**config.mk**
```make
export PLATFORM = sky130hd
export DESIGN_NAME = deque_with_membership_search_core
export DESIGN_NICKNAME = d
export VERILOG_FILES = /design/src/design/dqs_pkg.sv /design/src/design/deque_with_membership_search_core.sv /design/src/design/dqs_ram.sv
export SDC_FILE = /design/constraint.sdc
export NUM_CORES = 1
export LEC_CHECK = 0
export ABC_AREA = 1
export BUFFER_PORTS_ARGS = -buffer_cell sky130_fd_sc_hd__buf_2
export CORE_UTILIZATION = 50
export DETAILED_ROUTE_END_ITERATION = 10
export PLACE_DENSITY = 0.66
export SLEW_MARGIN = 20
export SYNTH_ARGS = -nofsm -noshare
export SYNTH_HDL_FRONTEND = slang
export SYNTH_SLANG_ARGS = --single-unit
```
**constraint.sdc**
```tcl
create_clock -name i_clk -period 5.1 [get_ports i_clk]
set_input_delay 1.02 -clock i_clk [delete_from_list [all_inputs] [get_ports i_clk]]
set_output_delay 1.02 -clock i_clk [all_outputs]
set_load 0.03 [all_outputs]
```
**src/design/dqs_pkg.sv**
```systemverilog
package dqs_pkg;

    localparam int CAPACITY = 16;
    localparam int IDX_W    = (CAPACITY > 1) ? $clog2(CAPACITY) : 1;
    localparam int CNT_W    = $clog2(CAPACITY + 1);
    localparam int DATA_W   = 32;
    localparam int OP_W     = 3;
    localparam int STAT_W   = 2;
    localparam int OCC_W    = 5;

    localparam logic [OP_W-1:0] OP_INSERT_FRONT = 3'd0;
    localparam logic [OP_W-1:0] OP_APPEND_BACK  = 3'd1;
    localparam logic [OP_W-1:0] OP_REMOVE_BACK  = 3'd2;
    localparam logic [OP_W-1:0] OP_CLEAR        = 3'd3;
    localparam logic [OP_W-1:0] OP_SEARCH       = 3'd4;

    localparam logic [STAT_W-1:0] ST_OK    = 2'd0;
    localparam logic [STAT_W-1:0] ST_EMPTY = 2'd1;
    localparam logic [STAT_W-1:0] ST_FULL  = 2'd2;

    typedef enum logic [1:0] {
        S_IDLE,
        S_EXEC,
        S_READ,
        S_SCAN
    } t_state;

    // ring position of base plus offset, offset no larger than the capacity
    function automatic logic [IDX_W-1:0] ring_add(input logic [IDX_W-1:0] base,
                                                  input logic [CNT_W-1:0] off);
        logic [CNT_W:0] sum;
        sum = (CNT_W+1)'(base) + (CNT_W+1)'(off);
        if (sum >= (CNT_W+1)'(CAPACITY)) begin
            sum = sum - (CNT_W+1)'(CAPACITY);
        end
        return IDX_W'(sum);
    endfunction

    function automatic logic [IDX_W-1:0] ring_dec(input logic [IDX_W-1:0] base);
        logic [IDX_W-1:0] res;
        if (base == '0) begin
            res = IDX_W'(CAPACITY - 1);
        end else begin
            res = base - IDX_W'(1);
        end
        return res;
    endfunction

endpackage

```
**src/design/deque_with_membership_search_core.sv**
```systemverilog
// channel | valid      | stall      | payload
// input   | i_in_valid | o_in_stall | i_opcode, i_data_in
// output  | o_out_valid| i_out_stall| o_status, o_data_out, o_found, o_occupancy
//
// one transaction at a time: insert, append, clear, unused opcodes and a remove or
// search of an empty queue end in the exec state, a remove of a held entry adds
// the read state (one ram read), a search of a non-empty queue runs the scan state,
// one entry compared per cycle through the single ram read port
// i_rst_n is synchronous, active low; it empties the queue, the ram is not cleared
// the result register frees the input side; a transaction waits in its last
// state while a result is still held under i_out_stall
module deque_with_membership_search_core (
    input  logic                                i_clk,
    input  logic                                i_rst_n,
    input  logic                                i_in_valid,
    output logic                                o_in_stall,
    input  logic [dqs_pkg::OP_W-1:0]            i_opcode,
    input  logic signed [dqs_pkg::DATA_W-1:0]   i_data_in,
    output logic                                o_out_valid,
    input  logic                                i_out_stall,
    output logic [dqs_pkg::STAT_W-1:0]          o_status,
    output logic signed [dqs_pkg::DATA_W-1:0]   o_data_out,
    output logic                                o_found,
    output logic [dqs_pkg::OCC_W-1:0]           o_occupancy
);
    import dqs_pkg::*;

    t_state              r_state, n_state;
    logic [OP_W-1:0]     r_op, n_op;
    logic [DATA_W-1:0]   r_data, n_data;
    logic [IDX_W-1:0]    r_front, n_front;
    logic [CNT_W-1:0]    r_count, n_count;
    logic [IDX_W-1:0]    r_idx, n_idx;
    logic                r_out_valid, n_out_valid;
    logic [STAT_W-1:0]   r_status, n_status;
    logic [DATA_W-1:0]   r_dout, n_dout;
    logic                r_found, n_found;
    logic [OCC_W-1:0]    r_occ, n_occ;

    logic                wr_en;
    logic [IDX_W-1:0]    wr_addr;
    logic [DATA_W-1:0]   wr_data;
    logic [IDX_W-1:0]    rd_addr;
    logic [DATA_W-1:0]   rd_data;

    logic                accept;
    logic                out_free;
    logic                full;
    logic                empty;
    logic                hit;
    logic                last;
    logic                done;
    logic [STAT_W-1:0]   res_status;
    logic [DATA_W-1:0]   res_dout;
    logic                res_found;
    logic [IDX_W-1:0]    rem_addr;
    logic [IDX_W-1:0]    front_dec;

    dqs_ram #(
        .WIDTH (DATA_W),
        .DEPTH (CAPACITY)
    ) u_store (
        .i_clk     (i_clk),
        .i_wr_en   (wr_en),
        .i_wr_addr (wr_addr),
        .i_wr_data (wr_data),
        .i_rd_addr (rd_addr),
        .o_rd_data (rd_data)
    );

    assign accept    = i_in_valid && (r_state == S_IDLE);
    assign out_free  = !r_out_valid || !i_out_stall;
    assign full      = (r_count >= CNT_W'(CAPACITY));
    assign empty     = (r_count == '0);
    assign hit       = (rd_data == r_data);
    assign last      = (CNT_W'(r_idx) == (r_count - CNT_W'(1)));
    assign rem_addr  = ring_add(r_front, r_count - CNT_W'(1));
    assign front_dec = ring_dec(r_front);

    // next state
    always_comb begin
        n_state = r_state;
        unique case (r_state)
            S_IDLE: begin
                if (accept) begin
                    n_state = S_EXEC;
                end
            end
            S_EXEC: begin
                if ((r_op == OP_REMOVE_BACK) && !empty) begin
                    n_state = S_READ;
                end else if ((r_op == OP_SEARCH) && !empty) begin
                    n_state = S_SCAN;
                end else if (out_free) begin
                    n_state = S_IDLE;
                end
            end
            S_READ: begin
                if (out_free) begin
                    n_state = S_IDLE;
                end
            end
            S_SCAN: begin
                if ((hit || last) && out_free) begin
                    n_state = S_IDLE;
                end
            end
            default: n_state = S_IDLE;
        endcase
    end

    // datapath and ram control
    always_comb begin
        n_op        = r_op;
        n_data      = r_data;
        n_front     = r_front;
        n_count     = r_count;
        n_idx       = r_idx;
        n_out_valid = r_out_valid;
        n_status    = r_status;
        n_dout      = r_dout;
        n_found     = r_found;
        n_occ       = r_occ;
        wr_en       = 1'b0;
        wr_addr     = r_front;
        wr_data     = r_data;
        rd_addr     = rem_addr;
        done        = 1'b0;
        res_status  = ST_OK;
        res_dout    = '0;
        res_found   = 1'b0;

        if (r_out_valid && !i_out_stall) begin
            n_out_valid = 1'b0;
        end

        unique case (r_state)
            S_IDLE: begin
                if (accept) begin
                    n_op   = i_opcode;
                    n_data = i_data_in;
                end
            end
            S_EXEC: begin
                unique case (r_op)
                    OP_INSERT_FRONT: begin
                        done = out_free;
                        if (full) begin
                            res_status = ST_FULL;
                        end else if (out_free) begin
                            wr_en   = 1'b1;
                            wr_addr = front_dec;
                            n_front = front_dec;
                            n_count = r_count + CNT_W'(1);
                        end
                    end
                    OP_APPEND_BACK: begin
                        done = out_free;
                        if (full) begin
                            res_status = ST_FULL;
                        end else if (out_free) begin
                            wr_en   = 1'b1;
                            wr_addr = ring_add(r_front, r_count);
                            n_count = r_count + CNT_W'(1);
                        end
                    end
                    OP_REMOVE_BACK: begin
                        if (empty) begin
                            done       = out_free;
                            res_status = ST_EMPTY;
                        end
                    end
                    OP_CLEAR: begin
                        done = out_free;
                        if (out_free) begin
                            n_count = '0;
                            n_front = '0;
                        end
                    end
                    OP_SEARCH: begin
                        n_idx   = '0;
                        rd_addr = r_front;
                        if (empty) begin
                            done = out_free;
                        end
                    end
                    default: begin
                        done = out_free;
                    end
                endcase
            end
            S_READ: begin
                if (out_free) begin
                    done     = 1'b1;
                    res_dout = rd_data;
                    n_count  = r_count - CNT_W'(1);
                end
            end
            S_SCAN: begin
                if (hit || last) begin
                    rd_addr   = ring_add(r_front, CNT_W'(r_idx));
                    done      = out_free;
                    res_found = hit;
                end else begin
                    rd_addr = ring_add(r_front, CNT_W'(r_idx) + CNT_W'(1));
                    n_idx   = r_idx + IDX_W'(1);
                end
            end
            default: begin
            end
        endcase

        if (done) begin
            n_out_valid = 1'b1;
            n_status    = res_status;
            n_dout      = res_dout;
            n_found     = res_found;
            n_occ       = OCC_W'(n_count);
        end
    end

    always_ff @(posedge i_clk) begin
        if (!i_rst_n) begin
            r_state     <= S_IDLE;
            r_front     <= '0;
            r_count     <= '0;
            r_out_valid <= 1'b0;
        end else begin
            r_state     <= n_state;
            r_front     <= n_front;
            r_count     <= n_count;
            r_out_valid <= n_out_valid;
        end
    end

    always_ff @(posedge i_clk) begin
        r_op     <= n_op;
        r_data   <= n_data;
        r_idx    <= n_idx;
        r_status <= n_status;
        r_dout   <= n_dout;
        r_found  <= n_found;
        r_occ    <= n_occ;
    end

    assign o_in_stall  = (r_state != S_IDLE);
    assign o_out_valid = r_out_valid;
    assign o_status    = r_status;
    assign o_data_out  = r_dout;
    assign o_found     = r_found;
    assign o_occupancy = r_occ;

endmodule

```
**src/design/dqs_ram.sv**
```systemverilog
module dqs_ram #(
    parameter int WIDTH = 32,
    parameter int DEPTH = 16
) (
    input  logic                                        i_clk,
    input  logic                                        i_wr_en,
    input  logic [((DEPTH > 1) ? $clog2(DEPTH) : 1)-1:0] i_wr_addr,
    input  logic [WIDTH-1:0]                            i_wr_data,
    input  logic [((DEPTH > 1) ? $clog2(DEPTH) : 1)-1:0] i_rd_addr,
    output logic [WIDTH-1:0]                            o_rd_data
);

    logic [WIDTH-1:0] r_mem [DEPTH];
    logic [WIDTH-1:0] r_rd_data;

    always_ff @(posedge i_clk) begin
        if (i_wr_en) begin
            r_mem[i_wr_addr] <= i_wr_data;
        end
        r_rd_data <= r_mem[i_rd_addr];
    end

    assign o_rd_data = r_rd_data;

endmodule

```
==> results of run 1 <==
sequential cells by signal (all words and copies together), names as in the netlist, 2 cells and up:
signal and flops:
u_store.r_mem 512, o_data_out 32, r_data 32, u_store.o_rd_data 32, o_occupancy 5, r_count 5, r_front 4, r_idx 4
r_op 3, o_status 2, r_state 2
worst max-delay path by stage:
stage	end	slack (ps)	cells past startpoint
floorplan	u_store.r_mem[1][0]	890	10
global placement	u_store.r_mem[14][0]	720	13
detailed placement	u_store.r_mem[14][4]	660	12
CTS	u_store.o_rd_data[29]	1090	16
global route	u_store.o_rd_data[12]	870	15
finish	u_store.o_rd_data[29]	1100	16
power by group through the flow:
stage / Sequential [mW] / Clock [mW] / Combinational (mW)
floorplan: 6.48 / 0 / 3.45
global placement: 6.48 / 0 / 4.82
detailed placement: 6.49 / 0 / 4.89
CTS: 6.38 / 5.24 / 4.90
global route: 6.42 / 5.44 / 5.45
finish: 6.39 / 5.16 / 4.90
Yosys cell counts (8+ instances only):
| cell | count |
|---|---|
| dfxtp_1 | 44 |
| ha_1 | 20 |
| xor2_1 | 8 |
| buf_2 | 90 |
| nor2_1 | 88 |
| clkbuf_1 | 41 |
| xnor2_1 | 32 |
| nand2_1 | 647 |
| inv_1 | 344 |
| a21oi_1 | 21 |
| nand3_1 | 591 |
| o21ai_0 | 24 |
| edfxtp_1 | 591 |
worst reg2reg max path: stages (launching register included):
cell and delay [ps]:
edfxtp_1 780, xnor2_1 190, nand2_1 150, nor2_1 190
nand2_1 220, nor2_1 140, nand2_1 180, nand4_1 180
nand3_4 300, nand2_8 400, buf_4 510, nand2_1 120
nand2_1 90, nand2_1 60, nand3_1 150, nand3_1 160
nand2_1 120
cells by family (layout without fill, tap and decap cells):
kind of cell,after synthesis,in the layout,share of synthesized area
buffers and inverters,493,603,0.0724
XOR/XNOR,40,40,0.0127
flip-flops,635,635,0.674
adder cells (fa/ha/maj),24,24,0.0120
AO/OA/AOI/OAI,70,70,0.0149
AND/OR/NAND/NOR,1354,1354,0.214
metrics by stage:
step | util | hold WS [ps] | total power [mW] | instance area [sq um]
floorplan | - | 492 | 9.93 | 27600
global placement | 0.532 | 547 | 11.3 | 28900
detailed placement | 0.532 | 542 | 11.4 | 28900
CTS | 0.576 | 556 | 16.5 | 31200
global route | 0.576 | 572 | 17.3 | 31200
finish | 0.576 | 551 | 16.5 | 31200
cell type report:
cell class / instances / area, sq um / area share
Timing Repair Buffer: 124 / 906 / 0.0290
Multi-Input combinational cell: 1488 / 7140 / 0.229
Clock inverter: 39 / 439 / 0.0141
Tap cell: 696 / 871 / 0.0279
Clock buffer: 87 / 1910 / 0.0611
Inverter: 353 / 1330 / 0.0425
Sequential cell: 635 / 18600 / 0.597
routing by layer:
layer  up-vias  track usage
met3       128       0.0338
met1      9066        0.335
met2       755        0.394
met5         -            0
li1       8878            -
met4         0       0.0752
==> flow_metrics.tcl, run 1 <==
set metrics [dict create \
    status "complete, no violations" \
    place_ws_ps 663 \
    worstPathMaxFanout 43 \
    leakage_nw 12.8 \
    hold_start "r_front[3]" \
    syn_inst 2616 \
    path_class "reg -> reg" \
    via_per_inst 5.50 \
    clock.fmax_mhz 250 \
    fin_cells 3422 \
    met2_length_microns 32100 \
    clock_sinks 635 \
    cts_hold_buffers 0 \
    grt_usage 0.241 \
    finClkSkew_ps 23.9 \
    final_cell_mix "nand2_1, nand3_1, edfxtp_1" \
    dieArea_sq_mm 0.0562 \
    grt_first_pass_wirelength_microns 104000 \
    grt_start_max_net_pins 158 \
    num_rows 85 \
    synth_edf_count 591 \
    critPathRequiredTime_ps 5640 \
    cp_common_cell "nand2_1" \
    place.gp.congestion 0.886 \
    layout.nets 2733 \
    r2r_slack_ps 1100 \
    path_clk_slew_ps 60 \
    crit_buf_inv 1 \
    synth_cell_types 41 \
    layout_commonest_cell "nand2_1" \
    synthArstFlopShare 0 \
    fin_tns_setup_ps 0 \
    io_buffer_count 80 \
    post_cts_buffers 0 \
    cts_buffers 68 \
    synth_top_area_share 0.642 \
    period_needed_ps 4000 \
    grt_pass1_vias 17940 \
    die-height_microns 237 \
    timing.rr.end "u_store.o_rd_data[29]" \
    fp.dieW_microns 237 \
    synth_area_sq_mm 0.0276 \
    crit_family "simple AND/OR/NAND/NOR gates" \
    power_density_mw_per_mm2 527 \
    timing.rr.start "r_data[13]" \
    first_pass_iters 6 \
    yosysTopAreaCell "edfxtp_1" \
    p_sw_mw 5.80 \
    power_frac_seq 0.388 \
    grt_overflow 0 \
    antenna_found_initial 0 \
    hold_end "r_front[3]" \
    hold_violations 0 \
    root_buffer "clkbuf_16" \
    path_cells "xnor2_1 > nand2_1 > nor2_1 > nand2_1 > nor2_1 > nand2_1 > nand4_1 > nand3_4 > nand2_8 > buf_4 > nand2_1 > nand2_1 > nand2_1 > nand3_1 > nand3_1 > nand2_1" \
    area_delta_synth_final_pct 13.0 \
    critPathLaunch "r_data[13]" \
    start_util 0.509 \
    top_layer_used "met4" \
    p_clk_frac 0.314 \
    clock_latency_ps 610 \
    slew_headroom 0.299 \
    post-route-period-util 0.784 \
    layout_setup_ws_ps 1100 \
    yosys_warnings 0 \
    setup_viol 0 \
    r2r_cells 16 \
    worstMarginPinSlew_ps 1050 \
    drc 0 \
    syn_area_per_cell_sq_um 10.6 \
    cts_resized 0 \
    rsz0062_at_grt "no" \
    cts_buffer_depth 3 \
    drt-total-wl_microns 67100 \
    drive_gt1_frac 0.0987 \
    vdd_ir_drop_max_uv 569 \
    start_kind "flop" \
    cell_internal_pwr_mw 10.7 \
    cp.arrival_ps 4530 \
    syn_nets 2679 \
    power.share.switching 0.352 \
    cp_slowest_cell "edfxtp_1" \
    n_fill_cell 4522 \
    dp.cells 3296 \
    yosysSeqAreaShare 0.674 \
    holdCritPathClass "reg -> reg" \
    coreArea_sq_mm 0.0542 \
    dpl.hpwl_microns 37400 \
    io_pins 81 \
    synth_top_cells_by_area "edfxtp_1, nand3_1, nand2_1, inv_1, dfxtp_1" \
    synth_ff_type "edfxtp_1" \
    drv_slew 0 \
    vias 18827 \
    wirelength_met1_microns 29000 \
    cap_viol_max_count 0 \
    final_antenna_net_count 0 \
    cp-end-kind "flop" \
    htreeDepth 3 \
    hold_depth 2 \
    wl_met3_microns 4520 \
    share_comb_of_total_power 0.298 \
    cts_tree "yes" \
    wl_per_cell_microns 19.6 \
    ys_ff_latch 635 \
    drt_iter0_markers 1737 \
    max_stage_delay_ps 780 \
    n_antenna_cell 0 \
]
(Power assumes the default switching activity.)
==> run 2, diff against run 1 <==
--- a/config.mk
+++ b/config.mk
@@ -9,7 +9,7 @@
 export BUFFER_PORTS_ARGS = -buffer_cell sky130_fd_sc_hd__buf_2
 export CORE_UTILIZATION = 50
 export DETAILED_ROUTE_END_ITERATION = 10
-export PLACE_DENSITY = 0.66
+export PLACE_DENSITY = 0.69
 export SLEW_MARGIN = 20
 export SYNTH_ARGS = -nofsm -noshare
 export SYNTH_HDL_FRONTEND = slang
==> constraint.sdc (replaced) <==
create_clock -name i_clk -period 3.6 [get_ports i_clk]
set_input_delay 0.72 -clock i_clk [delete_from_list [all_inputs] [get_ports i_clk]]
set_output_delay 0.72 -clock i_clk [all_outputs]
set_load 0.03 [all_outputs]
==> flow_metrics.tcl, run 2 (same netlist as run 1, synthesis figures left out) <==
set metrics [dict create \
    dieArea_sq_mm 0.0562 \
    p_clk_frac 0.287 \
    p_sw_mw 8.20 \
    cap_viol_max_count 0 \
    critPathLaunch "r_data[31]" \
    area_delta_synth_final_pct 15.1 \
    path_clk_slew_ps 60 \
    cts_hold_buffers 0 \
    n_fill_cell 4346 \
    io_buffer_count 80 \
    num_rows 85 \
    grt_start_max_net_pins 113 \
    cts_tree "yes" \
    fin_tns_setup_ps 0 \
    wl_per_cell_microns 20.2 \
    grt_pass1_vias 18274 \
    io_pins 81 \
    leakage_nw 13.1 \
    period_needed_ps 3390 \
    p_total_mw 23.0 \
    holdCritPathClass "in -> reg" \
    post-route-period-util 0.942 \
    cp_slowest_cell "edfxtp_1" \
    hold_depth 1 \
    die-height_microns 237 \
    drive_gt1_frac 0.114 \
    drt_iter0_markers 2134 \
    cp-end-kind "flop" \
    dpl.hpwl_microns 39400 \
    worstMarginPinSlew_ps 674 \
    htreeDepth 3 \
    largest_reg_flops 512 \
    largest_register "u_store.r_mem" \
    setup_viol 0 \
    cts_buffer_depth 3 \
    coreArea_sq_mm 0.0542 \
    grt_first_pass_wirelength_microns 108000 \
    via_per_inst 5.54 \
    power.share.switching 0.357 \
    power_frac_seq 0.390 \
    clock_latency_ps 610 \
    cell_internal_pwr_mw 14.8 \
    finClkSkew_ps 16.8 \
    cts_resized 0 \
    timing.rr.start "r_data[31]" \
    root_buffer "clkbuf_16" \
    crit_buf_inv 2 \
    fp.dieW_microns 237 \
    layout.nets 2797 \
    final_cell_mix "nand2_1, nand3_1, edfxtp_1" \
    r2r_cells 15 \
    start_kind "flop" \
    max_stage_delay_ps 770 \
    hold_violations 0 \
    worst_hold_slack_ps 286 \
    antenna_found_initial 0 \
    cp.arrival_ps 3930 \
    grt_overflow 0 \
    path_cells "nand2_1 > nand2_1 > nand2_1 > nor2_1 > nand2_1 > nor2_1 > nand2_1 > nand4_1 > nand4_1 > inv_4 > buf_12 > nand3_1 > nand3_1 > nand3_1 > nand2_1" \
    status "complete, no violations" \
    layout_commonest_cell "nand2_1" \
    n_antenna_cell 0 \
    power_density_mw_per_mm2 722 \
    clock.fmax_mhz 295 \
    cp_common_cell "nand2_1" \
    cts_buffers 68 \
    slew_headroom 0.548 \
    final_antenna_net_count 0 \
    place.gp.congestion 0.878 \
    grt_usage 0.251 \
    cp.depth 15 \
    vias 19281 \
    drc 0 \
    worstPathMaxFanout 76 \
    drt-total-wl_microns 70400 \
    first_pass_iters 6 \
    crit_family "simple AND/OR/NAND/NOR gates" \
    start_util 0.509 \
    path_class "reg -> reg" \
    clock_sinks 635 \
    hold_start "i_data_in[8]" \
    share_comb_of_total_power 0.323 \
    vdd_ir_drop_max_uv 519 \
    drv_slew 0 \
    post_cts_buffers 0 \
    critPathRequiredTime_ps 4140 \
    rsz0062_at_grt "no" \
]
## run 2: area by class of cell
type	instances	area, sq um	share of cell area
Multi-Input combinational cell	1488	7140	0.224
Sequential cell	635	18600	0.586
Clock buffer	96	1910	0.0601
Inverter	353	1330	0.0418
Timing Repair Buffer	188	1750	0.0550
Clock inverter	27	173	0.00543
Tap cell	696	871	0.0274
## run 2: worst paths after layout
path                            to  slack, ps
min                      r_data[8]        290
max          u_store.o_rd_data[16]        210
min reg2reg   u_store.r_mem[6][12]        540
max reg2reg  u_store.o_rd_data[16]        210
## run 2: per-stage QoR
step | area, sq um | cells | worst slack (ps) | utilization
6_report | 31800 | 3483 | 209 | 0.586
5_1_grt | 31800 | 3483 | 4.09 | 0.586
4_1_cts | 31700 | 3476 | 161 | 0.585
3_5_place_dp | 29700 | 3353 | 171 | 0.547
3_3_place_gp | 29700 | 3353 | 159 | 0.547
2_1_floorplan | 27600 | 2616 | -310 | -
## run 2: metal layers
metal	global-route usage	vias to the layer above	wire, microns
met3	0.0434	137	5660
met4	0.0777	0	1740
met5	0	-	0
li1	-	9002	-
met1	0.354	9235	29800
met2	0.400	907	33200
## run 2: power groups by stage
stage          registers, mW  clock network [mW]  logic, mW
2_1_floorplan           9.18                   0       4.89
3_3_place_gp            9.13                   0       7.22
3_5_place_dp            9.13                   0       7.29
4_1_cts                 8.98                6.69       7.35
5_1_grt                 9.00                6.99       8.13
6_report                8.96                6.60       7.41
==> run 3, diff against run 2 <==
==> constraint.sdc (replaced) <==
create_clock -name i_clk -period 3.03 [get_ports i_clk]
set_input_delay 0.606 -clock i_clk [delete_from_list [all_inputs] [get_ports i_clk]]
set_output_delay 0.606 -clock i_clk [all_outputs]
set_load 0.03 [all_outputs]
==> flow_metrics.tcl, run 3 (same netlist as run 1, synthesis figures left out) <==
set metrics [dict create \
    status "complete, no violations" \
    power_density_mw_per_mm2 864 \
    vias 19409 \
    hold_depth 1 \
    slew_headroom 0.562 \
    layout_setup_ws_ps 106 \
    cp.arrival_ps 3210 \
    cp.depth 13 \
    antenna_found_initial 1 \
    fin_util 0.599 \
    grt_first_pass_wirelength_microns 108000 \
    r2r_cells 13 \
    place.gp.congestion 0.866 \
    cts_buffer_depth 3 \
    drive_gt1_frac 0.134 \
    finClkSkew_ps 20.3 \
    grt_pass1_vias 18923 \
    post-route-period-util 0.965 \
    largest_register "u_store.r_mem" \
    timing.rr.start "r_front[0]" \
    path_cells "ha_1 > a21o_1 > a21oi_1 > or2_2 > nand3_1 > xor2_1 > nand2_1 > o211ai_1 > o21ai_0 > inv_1 > nand2_1 > nor2_4 > buf_12" \
    start_util 0.509 \
    hold_violations 0 \
    drc 0 \
    holdCritPathClass "in -> reg" \
    place_ws_ps 31.0 \
    fin_cells 3537 \
    largest_reg_flops 512 \
    clock_latency_ps 600 \
    crit_family "simple AND/OR/NAND/NOR gates" \
    power_frac_seq 0.379 \
    wl_per_cell_microns 20.0 \
    p_clk_frac 0.281 \
    cp_slowest_cell "dfxtp_1" \
    path_class "reg -> reg" \
    num_rows 85 \
    path_clk_slew_ps 60 \
    via_per_inst 5.49 \
    p_sw_mw 9.83 \
    design_area_sq_mm 0.0325 \
    hold_start "i_data_in[5]" \
    io_pins 81 \
    clock_sinks 635 \
    crit_buf_inv 2 \
    grt_usage 0.253 \
    coreArea_sq_mm 0.0542 \
    n_antenna_cell 0 \
    cp-end-kind "flop" \
    placed_area_sq_mm 0.0303 \
    first_pass_iters 6 \
    cp_common_cell "nand2_1" \
    final_cell_mix "nand2_1, nand3_1, edfxtp_1" \
    period_needed_ps 2920 \
    cts_tree "yes" \
    final_antenna_net_count 0 \
    grt_start_max_net_pins 60 \
    dieArea_sq_mm 0.0562 \
    cap_viol_max_count 0 \
    die-height_microns 237 \
    n_fill_cell 4262 \
    layout.nets 2851 \
    critPathLaunch "r_front[0]" \
    dpl.hpwl_microns 42400 \
    drt_iter0_markers 2179 \
    drv_slew 0 \
    grt_overflow 0 \
    worstPathMaxFanout 20 \
    start_kind "flop" \
    clock.fmax_mhz 342 \
    drt-total-wl_microns 70900 \
    setup_viol 0 \
    vdd_ir_drop_max_uv 476 \
    htreeDepth 3 \
    cts_buffers 67 \
    io_buffer_count 80 \
    max_stage_delay_ps 430 \
    worstMarginPinSlew_ps 657 \
    cell_internal_pwr_mw 18.2 \
    area_delta_synth_final_pct 17.6 \
    dp.cells 3411 \
    rsz0062_at_grt "yes" \
    critPathRequiredTime_ps 3310 \
    p_total_mw 28.1 \
    leakage_nw 13.4 \
    fp.dieW_microns 237 \
    root_buffer "clkbuf_16" \
    power.share.switching 0.350 \
    layout_commonest_cell "nand2_1" \
    share_comb_of_total_power 0.340 \
]
==> run 3: cell types whose count changed in the layout (fill, tap and decap cells not counted), moves of 4 or more <==
cell,previous run,this run
buf_6,0,4
buf_4,65,99
buf_12,43,58
clkinv_1,13,9
==> run 3: per-layer routing <==
layer / part of all wire / vias to the layer above / routed length [microns] / global-route usage
li1: - / 9129 / - / -
met1: 0.41 / 9333 / 29000 / 0.339
met2: 0.49 / 807 / 34700 / 0.421
met3: 0.074 / 138 / 5220 / 0.0351
met4: 0.028 / 2 / 2000 / 0.0954
met5: 0.00018 / - / 13 / 0
==> run 3: layout make-up <==
type / instances / area, sq um / share of cell area
Clock buffer: 93 / 1870 / 0.0574
Clock inverter: 29 / 254 / 0.00782
Inverter: 353 / 1330 / 0.0409
Multi-Input combinational cell: 1488 / 7150 / 0.220
Sequential cell: 635 / 18600 / 0.573
Tap cell: 696 / 871 / 0.0268
Timing Repair Buffer: 243 / 2400 / 0.0738
==> run 3: power groups by stage <==
| stage | logic [mW] | registers [mW] | clock network (mW) |
|---|---|---|---|
| global placement | 9.13 | 10.8 | 0 |
| CTS | 9.32 | 10.6 | 8.02 |
| finish | 9.53 | 10.6 | 7.90 |
| global route | 10.5 | 10.7 | 8.35 |
| detailed placement | 9.26 | 10.8 | 0 |
| floorplan | 5.82 | 10.9 | 0 |
==> run 3: path summary, 6_finish.rpt <==
check	endpoint	slack [ps]
max	u_store.r_mem[9][29]	110
min reg2reg	r_front[0]	560
min	r_data[5]	180
max reg2reg	u_store.r_mem[9][29]	110
==> run 3: stage by stage <==
| step | hold WS [ps] | TNS [ps] |
|---|---|---|
| after floorplan | 492 | -89880 |
| after global placement | 526 | 0 |
| after detailed placement | 537 | 0 |
| after CTS | 149 | 0 |
| after global routing | 160 | -21810 |
| final | 181 | 0 |
==> run 3: what timing repair did <==
action / CTS / global route
setup buffers: 0 / 2
setup endpoints to repair: 0 / 465
gates resized for setup: 0 / 10
hold endpoints to repair: 0 / 0
hold buffers: 0 / 0
